**src/sv/scq_pkg.sv**
```systemverilog
`timescale 1ns / 1ps
// ----------------------------------------------------------------------------
// scq_pkg
// Shared types, constants and helpers of the timed command scheduler queue.
// ----------------------------------------------------------------------------
package scq_pkg;

  localparam int DEPTH             = 8;
  localparam int MAX_MESSAGE_BYTES = 256;
  localparam int MAX_PER_STEP      = 8;

  localparam int IDX_W  = (DEPTH > 1) ? $clog2(DEPTH) : 1;
  localparam int CNT_W  = $clog2(DEPTH + 1);
  localparam int STEP_W = $clog2(MAX_PER_STEP + 1);

  localparam logic [CNT_W:0] DEPTH_EXT = (CNT_W + 1)'(DEPTH);

  typedef enum logic [1:0] {
    ACT_SUBMIT  = 2'd0,
    ACT_SERVICE = 2'd1,
    ACT_CLEAR   = 2'd2,
    ACT_NONE    = 2'd3
  } action_e;

  typedef enum logic [2:0] {
    OC_ACCEPTED = 3'd0,
    OC_FULL     = 3'd1,
    OC_BAD      = 3'd2,
    OC_NOW      = 3'd3,
    OC_DISPATCH = 3'd4
  } outcome_e;

  typedef enum logic [2:0] {
    S_IDLE,
    S_CHECK,
    S_INS_RD,
    S_INS_CMP,
    S_INS_PUT,
    S_SVC_RD,
    S_SVC_CMP
  } state_e;

  typedef struct packed {
    logic [63:0] due;
    logic [31:0] tag;
    logic [15:0] bytes;
  } entry_t;

  typedef struct packed {
    logic        valid;
    outcome_e    outcome;
    logic [31:0] tag;
    logic [15:0] bytes;
    logic [63:0] due;
    logic        last;
  } result_t;

  // Physical slot of logical position off behind base, modulo DEPTH.
  function automatic logic [IDX_W-1:0] wrap_idx(logic [IDX_W-1:0] base,
                                                logic [CNT_W-1:0] off);
    logic [CNT_W:0] sum;
    sum = (CNT_W + 1)'(base) + (CNT_W + 1)'(off);
    if (sum >= DEPTH_EXT) begin
      sum = sum - DEPTH_EXT;
    end
    return sum[IDX_W-1:0];
  endfunction

endpackage

```
**src/sv/scq_intf.sv**
```systemverilog
`timescale 1ns / 1ps
// ----------------------------------------------------------------------------
// scq interfaces
// Valid/ready channels for command requests and scheduler results.
// ----------------------------------------------------------------------------
interface scq_in_if;
  logic        valid;
  logic        ready;
  logic [1:0]  action;
  logic [63:0] time_now;
  logic [63:0] due_time;
  logic [31:0] command_tag;
  logic [15:0] command_bytes;

  modport source (output valid, action, time_now, due_time, command_tag,
                  command_bytes, input ready);
  modport sink (input valid, action, time_now, due_time, command_tag,
                command_bytes, output ready);
endinterface

interface scq_out_if;
  logic        valid;
  logic        ready;
  logic [2:0]  outcome;
  logic [31:0] out_tag;
  logic [15:0] out_bytes;
  logic [63:0] out_due_time;
  logic        last_of_run;

  modport source (output valid, outcome, out_tag, out_bytes, out_due_time,
                  last_of_run, input ready);
  modport sink (input valid, outcome, out_tag, out_bytes, out_due_time,
                last_of_run, output ready);
endinterface

```
**src/sv/scq_core.sv**
```systemverilog
`timescale 1ns / 1ps
// ----------------------------------------------------------------------------
// scq_core
// Sequencer, entry ring and shared 64-bit comparator of the scheduler queue.
// ----------------------------------------------------------------------------
module scq_core (
  input  logic             clk_i,
  input  logic             rst_ni,
  scq_in_if.sink           in_i,
  input  logic             out_free_i,
  output scq_pkg::result_t emit_o
);
  import scq_pkg::*;

  state_e                state_q, state_d;
  logic [IDX_W-1:0]      head_q, head_d;
  logic [CNT_W-1:0]      cnt_q, cnt_d;
  logic [CNT_W-1:0]      pos_q, pos_d;
  logic [STEP_W-1:0]     n_q, n_d;
  logic                  pend_q, pend_d;
  entry_t                pend_ent_q, pend_ent_d;

  logic [63:0]           now_q, due_q;
  logic [31:0]           tag_q;
  logic [15:0]           bytes_q;

  entry_t                mem_q [DEPTH];
  entry_t                rd_q;
  logic [IDX_W-1:0]      rd_addr;
  logic                  wr_en;
  logic [IDX_W-1:0]      wr_addr;
  entry_t                wr_data;

  logic [63:0]           cmp_a, cmp_b;
  logic                  cmp_le;
  logic                  in_fire;
  logic                  due_hit, ins_stop, chk_now, chk_bad, chk_full, chk_done;

  assign in_i.ready = (state_q == S_IDLE);
  assign in_fire    = in_i.valid & in_i.ready;

  // Shared comparator
  always_comb begin
    unique case (state_q)
      S_CHECK: begin
        cmp_a = due_q;
        cmp_b = now_q;
      end
      S_INS_CMP: begin
        cmp_a = rd_q.due;
        cmp_b = due_q;
      end
      default: begin
        cmp_a = rd_q.due;
        cmp_b = now_q;
      end
    endcase
  end
  assign cmp_le = (cmp_a <= cmp_b);

  assign chk_now  = (due_q == 64'd0) || cmp_le;
  assign chk_bad  = (bytes_q > 16'(MAX_MESSAGE_BYTES));
  assign chk_full = (cnt_q >= CNT_W'(DEPTH));
  assign chk_done = chk_now || chk_bad || chk_full;
  assign ins_stop = (pos_q == '0) || cmp_le;
  assign due_hit  = (cnt_q != '0) && cmp_le && (n_q != STEP_W'(MAX_PER_STEP));

  // Next state
  always_comb begin
    state_d = state_q;
    unique case (state_q)
      S_IDLE: begin
        if (in_fire) begin
          unique case (action_e'(in_i.action))
            ACT_SUBMIT:  state_d = S_CHECK;
            ACT_SERVICE: state_d = S_SVC_RD;
            ACT_CLEAR:   state_d = S_IDLE;
            ACT_NONE:    state_d = S_IDLE;
          endcase
        end
      end
      S_CHECK: begin
        if (!chk_done) begin
          state_d = S_INS_RD;
        end else if (out_free_i) begin
          state_d = S_IDLE;
        end
      end
      S_INS_RD:  state_d = S_INS_CMP;
      S_INS_CMP: state_d = ins_stop ? S_INS_PUT : S_INS_RD;
      S_INS_PUT: begin
        if (out_free_i) begin
          state_d = S_IDLE;
        end
      end
      S_SVC_RD:  state_d = S_SVC_CMP;
      S_SVC_CMP: begin
        if (due_hit) begin
          if (!pend_q || out_free_i) begin
            state_d = S_SVC_RD;
          end
        end else if (!pend_q || out_free_i) begin
          state_d = S_IDLE;
        end
      end
      default: state_d = S_IDLE;
    endcase
  end

  // Datapath and outputs
  always_comb begin
    head_d     = head_q;
    cnt_d      = cnt_q;
    pos_d      = pos_q;
    n_d        = n_q;
    pend_d     = pend_q;
    pend_ent_d = pend_ent_q;
    rd_addr    = head_q;
    wr_en      = 1'b0;
    wr_addr    = wrap_idx(head_q, pos_q);
    wr_data    = rd_q;
    emit_o     = '{valid: 1'b0, outcome: OC_ACCEPTED, tag: tag_q, bytes: bytes_q,
                   due: due_q, last: 1'b1};
    unique case (state_q)
      S_IDLE: begin
        if (in_fire) begin
          n_d    = '0;
          pend_d = 1'b0;
          if (action_e'(in_i.action) == ACT_CLEAR) begin
            cnt_d = '0;
          end
        end
      end
      S_CHECK: begin
        pos_d = cnt_q;
        if (chk_done && out_free_i) begin
          emit_o.valid = 1'b1;
          priority if (chk_now) begin
            emit_o.outcome = OC_NOW;
          end else if (chk_bad) begin
            emit_o.outcome = OC_BAD;
          end else begin
            emit_o.outcome = OC_FULL;
          end
        end
      end
      S_INS_RD: begin
        rd_addr = wrap_idx(head_q, pos_q - CNT_W'(1));
      end
      S_INS_CMP: begin
        if (!ins_stop) begin
          wr_en = 1'b1;
          pos_d = pos_q - CNT_W'(1);
        end
      end
      S_INS_PUT: begin
        if (out_free_i) begin
          wr_en        = 1'b1;
          wr_data      = '{due: due_q, tag: tag_q, bytes: bytes_q};
          cnt_d        = cnt_q + CNT_W'(1);
          emit_o.valid = 1'b1;
        end
      end
      S_SVC_RD: begin
      end
      S_SVC_CMP: begin
        emit_o.outcome = OC_DISPATCH;
        emit_o.tag     = pend_ent_q.tag;
        emit_o.bytes   = pend_ent_q.bytes;
        emit_o.due     = pend_ent_q.due;
        if (due_hit) begin
          if (!pend_q || out_free_i) begin
            emit_o.valid = pend_q;
            emit_o.last  = 1'b0;
            pend_ent_d   = rd_q;
            pend_d       = 1'b1;
            head_d       = wrap_idx(head_q, CNT_W'(1));
            cnt_d        = cnt_q - CNT_W'(1);
            n_d          = n_q + STEP_W'(1);
          end
        end else if (pend_q && out_free_i) begin
          emit_o.valid = 1'b1;
          pend_d       = 1'b0;
        end
      end
      default: begin
      end
    endcase
  end

  always_ff @(posedge clk_i or negedge rst_ni) begin
    if (!rst_ni) begin
      state_q <= S_IDLE;
      head_q  <= '0;
      cnt_q   <= '0;
      pos_q   <= '0;
      n_q     <= '0;
      pend_q  <= 1'b0;
    end else begin
      state_q <= state_d;
      head_q  <= head_d;
      cnt_q   <= cnt_d;
      pos_q   <= pos_d;
      n_q     <= n_d;
      pend_q  <= pend_d;
    end
  end

  always_ff @(posedge clk_i) begin
    pend_ent_q <= pend_ent_d;
    if (in_fire) begin
      now_q   <= in_i.time_now;
      due_q   <= in_i.due_time;
      tag_q   <= in_i.command_tag;
      bytes_q <= in_i.command_bytes;
    end
  end

  // Entry ring
  always_ff @(posedge clk_i) begin
    if (wr_en) begin
      mem_q[wr_addr] <= wr_data;
    end
    rd_q <= mem_q[rd_addr];
  end

  a_cnt_bound: assert property (@(posedge clk_i) disable iff (!rst_ni)
    cnt_q <= CNT_W'(DEPTH))
    else $error("entry count above depth");

  a_emit_free: assert property (@(posedge clk_i) disable iff (!rst_ni)
    emit_o.valid |-> out_free_i)
    else $error("result issued into a busy output register");

  a_clear: assert property (@(posedge clk_i) disable iff (!rst_ni)
    (in_fire && (action_e'(in_i.action) == ACT_CLEAR)) |=> (cnt_q == '0))
    else $error("clear did not empty the queue");

  a_accept_inc: assert property (@(posedge clk_i) disable iff (!rst_ni)
    (emit_o.valid && (emit_o.outcome == OC_ACCEPTED))
      |=> (cnt_q == $past(cnt_q) + CNT_W'(1)))
    else $error("accepted command not counted");

endmodule

```
**src/sv/timed_command_scheduler_queue_top.sv**
```systemverilog
`timescale 1ns / 1ps
// ----------------------------------------------------------------------------
// timed_command_scheduler_queue_top
// Sorted timer queue of commands with a registered result channel.
// ----------------------------------------------------------------------------
// Usage:
//   in_i  carries one request per transfer: submit (action 0), service at
//         time_now (action 1) or clear (action 2); action 3 is dropped.
//   out_o carries results. A submit yields exactly one result; a service
//         yields one dispatch per due entry, at most MAX_PER_STEP, earliest
//         first, with last_of_run on the final one; clear and service with
//         nothing due yield none.
// Sequencer with one shared 64-bit comparator, one ring read a cycle:
//   submit: answered from the check state when no insert is needed; an
//           insert moves up to DEPTH-1 entries, reading and comparing each.
//   service: a ring read and a compare state for each entry examined.
//   in_i.ready is high only while the sequencer is idle, so the next request
//   is taken in the cycle after the last result of the previous one is issued.
// Reset: the queue is empty and no result is pending; there is no clearing
// pass. A stalled out_o holds its result; the sequencer waits at the next
// result it wants to issue and resumes when the register frees.
// ----------------------------------------------------------------------------
module timed_command_scheduler_queue_top (
  input  logic      clk_i,
  input  logic      rst_ni,
  scq_in_if.sink    in_i,
  scq_out_if.source out_o
);
  import scq_pkg::*;

  result_t emit;
  result_t out_q;
  logic    out_valid_q;
  logic    out_free;

  assign out_free = !out_valid_q || out_o.ready;

  scq_core u_core (
    .clk_i      (clk_i),
    .rst_ni     (rst_ni),
    .in_i       (in_i),
    .out_free_i (out_free),
    .emit_o     (emit)
  );

  always_ff @(posedge clk_i or negedge rst_ni) begin
    if (!rst_ni) begin
      out_valid_q <= 1'b0;
    end else if (out_free) begin
      out_valid_q <= emit.valid;
    end
  end

  always_ff @(posedge clk_i) begin
    if (emit.valid) begin
      out_q <= emit;
    end
  end

  assign out_o.valid        = out_valid_q;
  assign out_o.outcome      = out_q.outcome;
  assign out_o.out_tag      = out_q.tag;
  assign out_o.out_bytes    = out_q.bytes;
  assign out_o.out_due_time = out_q.due;
  assign out_o.last_of_run  = out_q.last;

endmodule
```
**src/flat_wrapper.sv**
```systemverilog
// flat-port wrapper written by rule: the top's interface ports become plain ports
module timed_command_scheduler_queue_top_flat import scq_pkg::*;
  (clk_i, rst_ni, in_i_valid, in_i_action, in_i_time_now, in_i_due_time, in_i_command_tag, in_i_command_bytes, in_i_ready, out_o_valid, out_o_outcome, out_o_out_tag, out_o_out_bytes, out_o_out_due_time, out_o_last_of_run, out_o_ready);
  scq_in_if in_i_i ();
  scq_out_if out_o_i ();
  input  logic clk_i;
  input  logic rst_ni;
  input wire logic [$bits(in_i_i.valid)-1:0] in_i_valid;
  input wire logic [$bits(in_i_i.action)-1:0] in_i_action;
  input wire logic [$bits(in_i_i.time_now)-1:0] in_i_time_now;
  input wire logic [$bits(in_i_i.due_time)-1:0] in_i_due_time;
  input wire logic [$bits(in_i_i.command_tag)-1:0] in_i_command_tag;
  input wire logic [$bits(in_i_i.command_bytes)-1:0] in_i_command_bytes;
  output wire logic [$bits(in_i_i.ready)-1:0] in_i_ready;
  output wire logic [$bits(out_o_i.valid)-1:0] out_o_valid;
  output wire logic [$bits(out_o_i.outcome)-1:0] out_o_outcome;
  output wire logic [$bits(out_o_i.out_tag)-1:0] out_o_out_tag;
  output wire logic [$bits(out_o_i.out_bytes)-1:0] out_o_out_bytes;
  output wire logic [$bits(out_o_i.out_due_time)-1:0] out_o_out_due_time;
  output wire logic [$bits(out_o_i.last_of_run)-1:0] out_o_last_of_run;
  input wire logic [$bits(out_o_i.ready)-1:0] out_o_ready;
  assign in_i_i.valid = in_i_valid;
  assign in_i_i.action = in_i_action;
  assign in_i_i.time_now = in_i_time_now;
  assign in_i_i.due_time = in_i_due_time;
  assign in_i_i.command_tag = in_i_command_tag;
  assign in_i_i.command_bytes = in_i_command_bytes;
  assign in_i_ready = in_i_i.ready;
  assign out_o_valid = out_o_i.valid;
  assign out_o_outcome = out_o_i.outcome;
  assign out_o_out_tag = out_o_i.out_tag;
  assign out_o_out_bytes = out_o_i.out_bytes;
  assign out_o_out_due_time = out_o_i.out_due_time;
  assign out_o_last_of_run = out_o_i.last_of_run;
  assign out_o_i.ready = out_o_ready;
  timed_command_scheduler_queue_top u_core (.clk_i(clk_i), .rst_ni(rst_ni), .in_i(in_i_i), .out_o(out_o_i));
endmodule
```
**config.mk**
```make
export PLATFORM = sky130hd
export DESIGN_NAME = timed_command_scheduler_queue_top_flat
export DESIGN_NICKNAME = d
export VERILOG_FILES = /design/src/sv/scq_pkg.sv /design/src/sv/scq_intf.sv /design/src/sv/scq_core.sv /design/src/sv/timed_command_scheduler_queue_top.sv /design/src/flat_wrapper.sv
export SDC_FILE = /design/constraint.sdc
export NUM_CORES = 2
export LEC_CHECK = 0
export BUFFER_PORTS_ARGS = -buffer_cell sky130_fd_sc_hd__clkbuf_2
export CAP_MARGIN = 20
export CORE_MARGIN = 1.5
export CORE_UTILIZATION = 55
export DETAILED_ROUTE_END_ITERATION = 16
export GPL_ROUTABILITY_DRIVEN = 0
export PLACE_DENSITY = 0.84
export SLEW_MARGIN = 10
export SYNTH_ARGS = -nofsm -noshare
export SYNTH_HDL_FRONTEND = slang
export SYNTH_SLANG_ARGS = --single-unit
export TNS_END_PERCENT = 1
```
**constraint.sdc**
```tcl
create_clock -name clk_i -period 17.75 [get_ports clk_i]
set_clock_uncertainty 0.2 [all_clocks]
set_input_delay 1.775 -clock clk_i [delete_from_list [all_inputs] [get_ports clk_i]]
set_output_delay 1.775 -clock clk_i [all_outputs]
set_load 0.05 [all_outputs]
```
==> impl_metrics.env <==
export IMPL_whs_path_depth=0
export IMPL_grt_max_degree=122
export IMPL_hold_viol_final=0
export IMPL_async_flop_share_pct=1.40
export IMPL_cts_root_buf="clkbuf_16"
export IMPL_wl_um=128000
export IMPL_first_pass_iters=7
export IMPL_maxCapViolCount=0
export IMPL_power_leakage_nw=22.2
export IMPL_reg2reg_slack_ps=10660
export IMPL_drive_above_1_share_pct=29.9
export IMPL_synth_warnings=0
export IMPL_cts_resized=0
export IMPL_syn_avg_cell_area_sq_um=18.7
export IMPL_synth_top_area_share_pct=70.7
export IMPL_reg2reg_depth=14
export IMPL_core_region_area_sq_um=99700
export IMPL_ys_seq_elements=1432
export IMPL_antenna_found_initial=5
export IMPL_min_period_ps=7090
export IMPL_crit_fanout=59
export IMPL_synthFlopType="edfxtp_1"
export IMPL_io_pins=300
export IMPL_grt_pass1_vias=29800
export IMPL_start_util_pct=55.3
export IMPL_cellPowerDensity_nw_per_um2=185
export IMPL_holdCritPathClass="register to register"
export IMPL_r2r_start="u_core.u_core.state_q[2]"
export IMPL_peakVddDrop_mv=0.199
export IMPL_clk_latency_ps=750
export IMPL_setup_viol=0
export IMPL_tightest_slew_ps=1210
export IMPL_rsz0062_at_grt="false"
export IMPL_die_area_sq_um=102000
export IMPL_cts_tree="built"
export IMPL_netlist_instances=2949
export IMPL_crit_path_end_kind="register"
export IMPL_cts_buffer_depth=3
export IMPL_synth_nets=3206
export IMPL_setup_tns_ps=0
export IMPL_io_buffers=299
export IMPL_crit_arrival_ps=7260
export IMPL_wl_met1_um=49700
export IMPL_synth_edf_count=1300
export IMPL_wl_per_cell_um=27.1
export IMPL_worstPathRequired_ps=17920
export IMPL_vias=28900
export IMPL_met3_length_um=11800
export IMPL_clock_sinks=1432
export IMPL_hpwlAfterDp_um=71500
export IMPL_synth_cell_types=67
export IMPL_syn_to_final_growth_pct=14.0
export IMPL_synth_area_top_cells="edfxtp_1 (71%), mux4_2 (9.1%), mux2_2 (4.6%)"
export IMPL_min_to="u_core.u_core.pend_ent_q[31]"
export IMPL_path_class="register to register"
export IMPL_synth_area_sq_um=55200
export IMPL_nNetsFinal=3566
export IMPL_hold_buffers=0
export IMPL_fin_util_pct=63.1
export IMPL_die_w_um=320
export IMPL_synth_area_leader_cell="edfxtp_1"
export IMPL_drtIter0Drc=3368
export IMPL_cts_buffers=144
export IMPL_rows=116
export IMPL_grt_pass1_wl_um=188000
export IMPL_critPathLaunchType="register"
export IMPL_cts_setup_buffers=0
export IMPL_fmax_mhz=141
export IMPL_min_from="u_core.u_core.rd_q[31]"
export IMPL_die_h_um=320
export IMPL_grt_use_total_pct=25.2
export IMPL_clk_pin_slew_worst_paths_ps=60
export IMPL_highest_layer="met5"
export IMPL_r2r_end="u_core.u_core.mem_q[4][38]"
export IMPL_status="completed"
export IMPL_routed_via_density=6.11
export IMPL_final_max_slew_viol_count=0
export IMPL_cts_htree_levels=4
export IMPL_wl_met2_um=61400
export IMPL_drc=0
export IMPL_relSlewSlack_pct=18.5
export IMPL_ant_nets=0
export IMPL_ys_seq_area_share_pct=75.7
export IMPL_overflow=0
export IMPL_fillers=6482
export IMPL_fin_crit_sh_pct=39.9
==> layout by cell type (no fill, tap or decap), drive strengths merged, types with 4 or more instances in the layout <==
master	n
xnor2	5
nor2b	4
nand3	11
mux2i	68
xor2	4
edfxtp	1300
nor2	21
o21ai	18
clkbuf	496
inv	29
buf	39
nand2	559
clkinv	35
bufinv	9
nand4	17
a21o	7
ha	72
a21oi	43
nor4	24
clkinvlp	9
dfrtp	20
dfxtp	112
nor3	11
mux4	224
nand2b	6
mux2	227
a211oi	6
==> Yosys cell counts (3+ instances only) <==
cell / n
a211oi_1: 6
a21o_1: 7
a21oi_1: 40
a21oi_2: 3
a31oi_1: 3
buf_1: 31
buf_2: 24
buf_4: 13
buf_6: 6
clkbuf_1: 50
dfrtp_1: 20
dfxtp_1: 112
edfxtp_1: 1300
fa_1: 3
ha_1: 72
inv_1: 15
mux2_2: 226
mux2i_1: 68
mux4_2: 224
nand2_1: 559
nand2b_1: 6
nand3_1: 11
nand3b_1: 3
nand4_1: 16
nor2_1: 21
nor2b_1: 4
nor3_1: 10
nor4_1: 23
o21ai_0: 14
o21ai_1: 4
o31ai_1: 3
xnor2_1: 5
xor2_1: 4
==> cells by family (layout without fill, tap and decap cells) <==
group	Yosys count	after routing	synth area share, %
AOI/OAI and AO/OA	100	100	1.16
xor gates and xnor gates	9	9	0.143
adders and majority gates	75	75	1.74
buffers and inverters	142	617	1.19
DFF	1432	1432	75.7
muxes	519	519	15.0
other	0	1	0
and+or+nand+nor	672	672	5.03
==> worst max path at each step <==
stage,slack (ps),depth (start not counted),end,start
floorplan,5700,15,u_core.u_core.mem_q[7][0],u_core.u_core.state_q[1]
global placement,11030,14,u_core.u_core.mem_q[4][33],u_core.u_core.state_q[2]
detailed placement,10780,14,u_core.u_core.mem_q[4][37],u_core.u_core.state_q[2]
CTS,10700,14,u_core.u_core.mem_q[4][32],u_core.u_core.state_q[2]
global route,10280,14,u_core.u_core.mem_q[4][33],u_core.u_core.state_q[2]
finish,10660,14,u_core.u_core.mem_q[4][38],u_core.u_core.state_q[2]
==> final cells by class <==
cell class / count / area [sq um] / share of cell area [%]
Tap cell: 1298 / 1620 / 2.58
Inverter: 18 / 82.6 / 0.131
Clock buffer: 197 / 4020 / 6.38
Timing Repair Buffer: 338 / 1880 / 2.99
Clock inverter: 64 / 662 / 1.05
Antenna cell: 1 / 2.50 / 0.00398
Sequential cell: 1432 / 41800 / 66.4
Multi-Input combinational cell: 1375 / 12900 / 20.5
==> power breakdown <==
group	leakage [nW]	internal, mW	switching [mW]
Combinational	6.98	1.34	2.15
Sequential	13.0	4.77	0.396
Clock	2.25	1.73	1.27
Total	22.2	7.84	3.82
==> stage by stage <==
| stage | instances | total power [mW] | hold slack, ps | area (sq um) | setup WS (ps) |
|---|---|---|---|---|---|
| floorplan | 2949 | 7.69 | 204 | 55200 | 5700 |
| global placement | 4458 | 8.53 | 209 | 58200 | 11030 |
| detailed placement | 4458 | 8.65 | 213 | 58200 | 10780 |
| CTS | 4719 | 11.7 | 227 | 62800 | 10700 |
| global route | 4722 | 12.1 | 242 | 62900 | 10280 |
| finish | 4723 | 11.7 | 224 | 62900 | 10660 |
==> worst max-delay path, cell delays in order, from the launching register on <==
cell	delay, ps
dfrtp_1	650
nand3b_1	200
buf_4	770
mux2i_1	220
ha_1	360
nand4_1	120
nor4_1	640
a221oi_1	200
o21ai_1	220
a32oi_4	210
a21oi_2	430
o21bai_1	320
nor2_4	390
buf_4	890
buf_4	750
==> state kept, by name, indices dropped and copies added (netlist names) <==
signal	count
u_core.u_core.mem_q	896
u_core.u_core.pend_ent_q	112
u_core.u_core.rd_q	112
u_core.out_o.out_due_time	64
u_core.u_core.due_q	64
u_core.u_core.now_q	64
u_core.out_o.out_tag	32
u_core.u_core.tag_q	32
u_core.out_o.out_bytes	16
u_core.u_core.bytes_q	16
u_core.u_core.cnt_q	4
u_core.u_core.n_q	4
u_core.u_core.pos_q	4
u_core.out_o.outcome	3
u_core.u_core.head_q	3
u_core.u_core.state_q	3
u_core.out_o.last_of_run	1
u_core.out_o.valid	1
u_core.u_core.pend_q	1
==> metal layers <==
metal | track usage (%) | up-vias
li1 | - | 12200
met1 | 33.6 | 14800
met2 | 40.0 | 1517
met3 | 6.08 | 309
met4 | 10.4 | 8
met5 | 0 | -
Note: power is estimated with default switching activity, not from simulation.
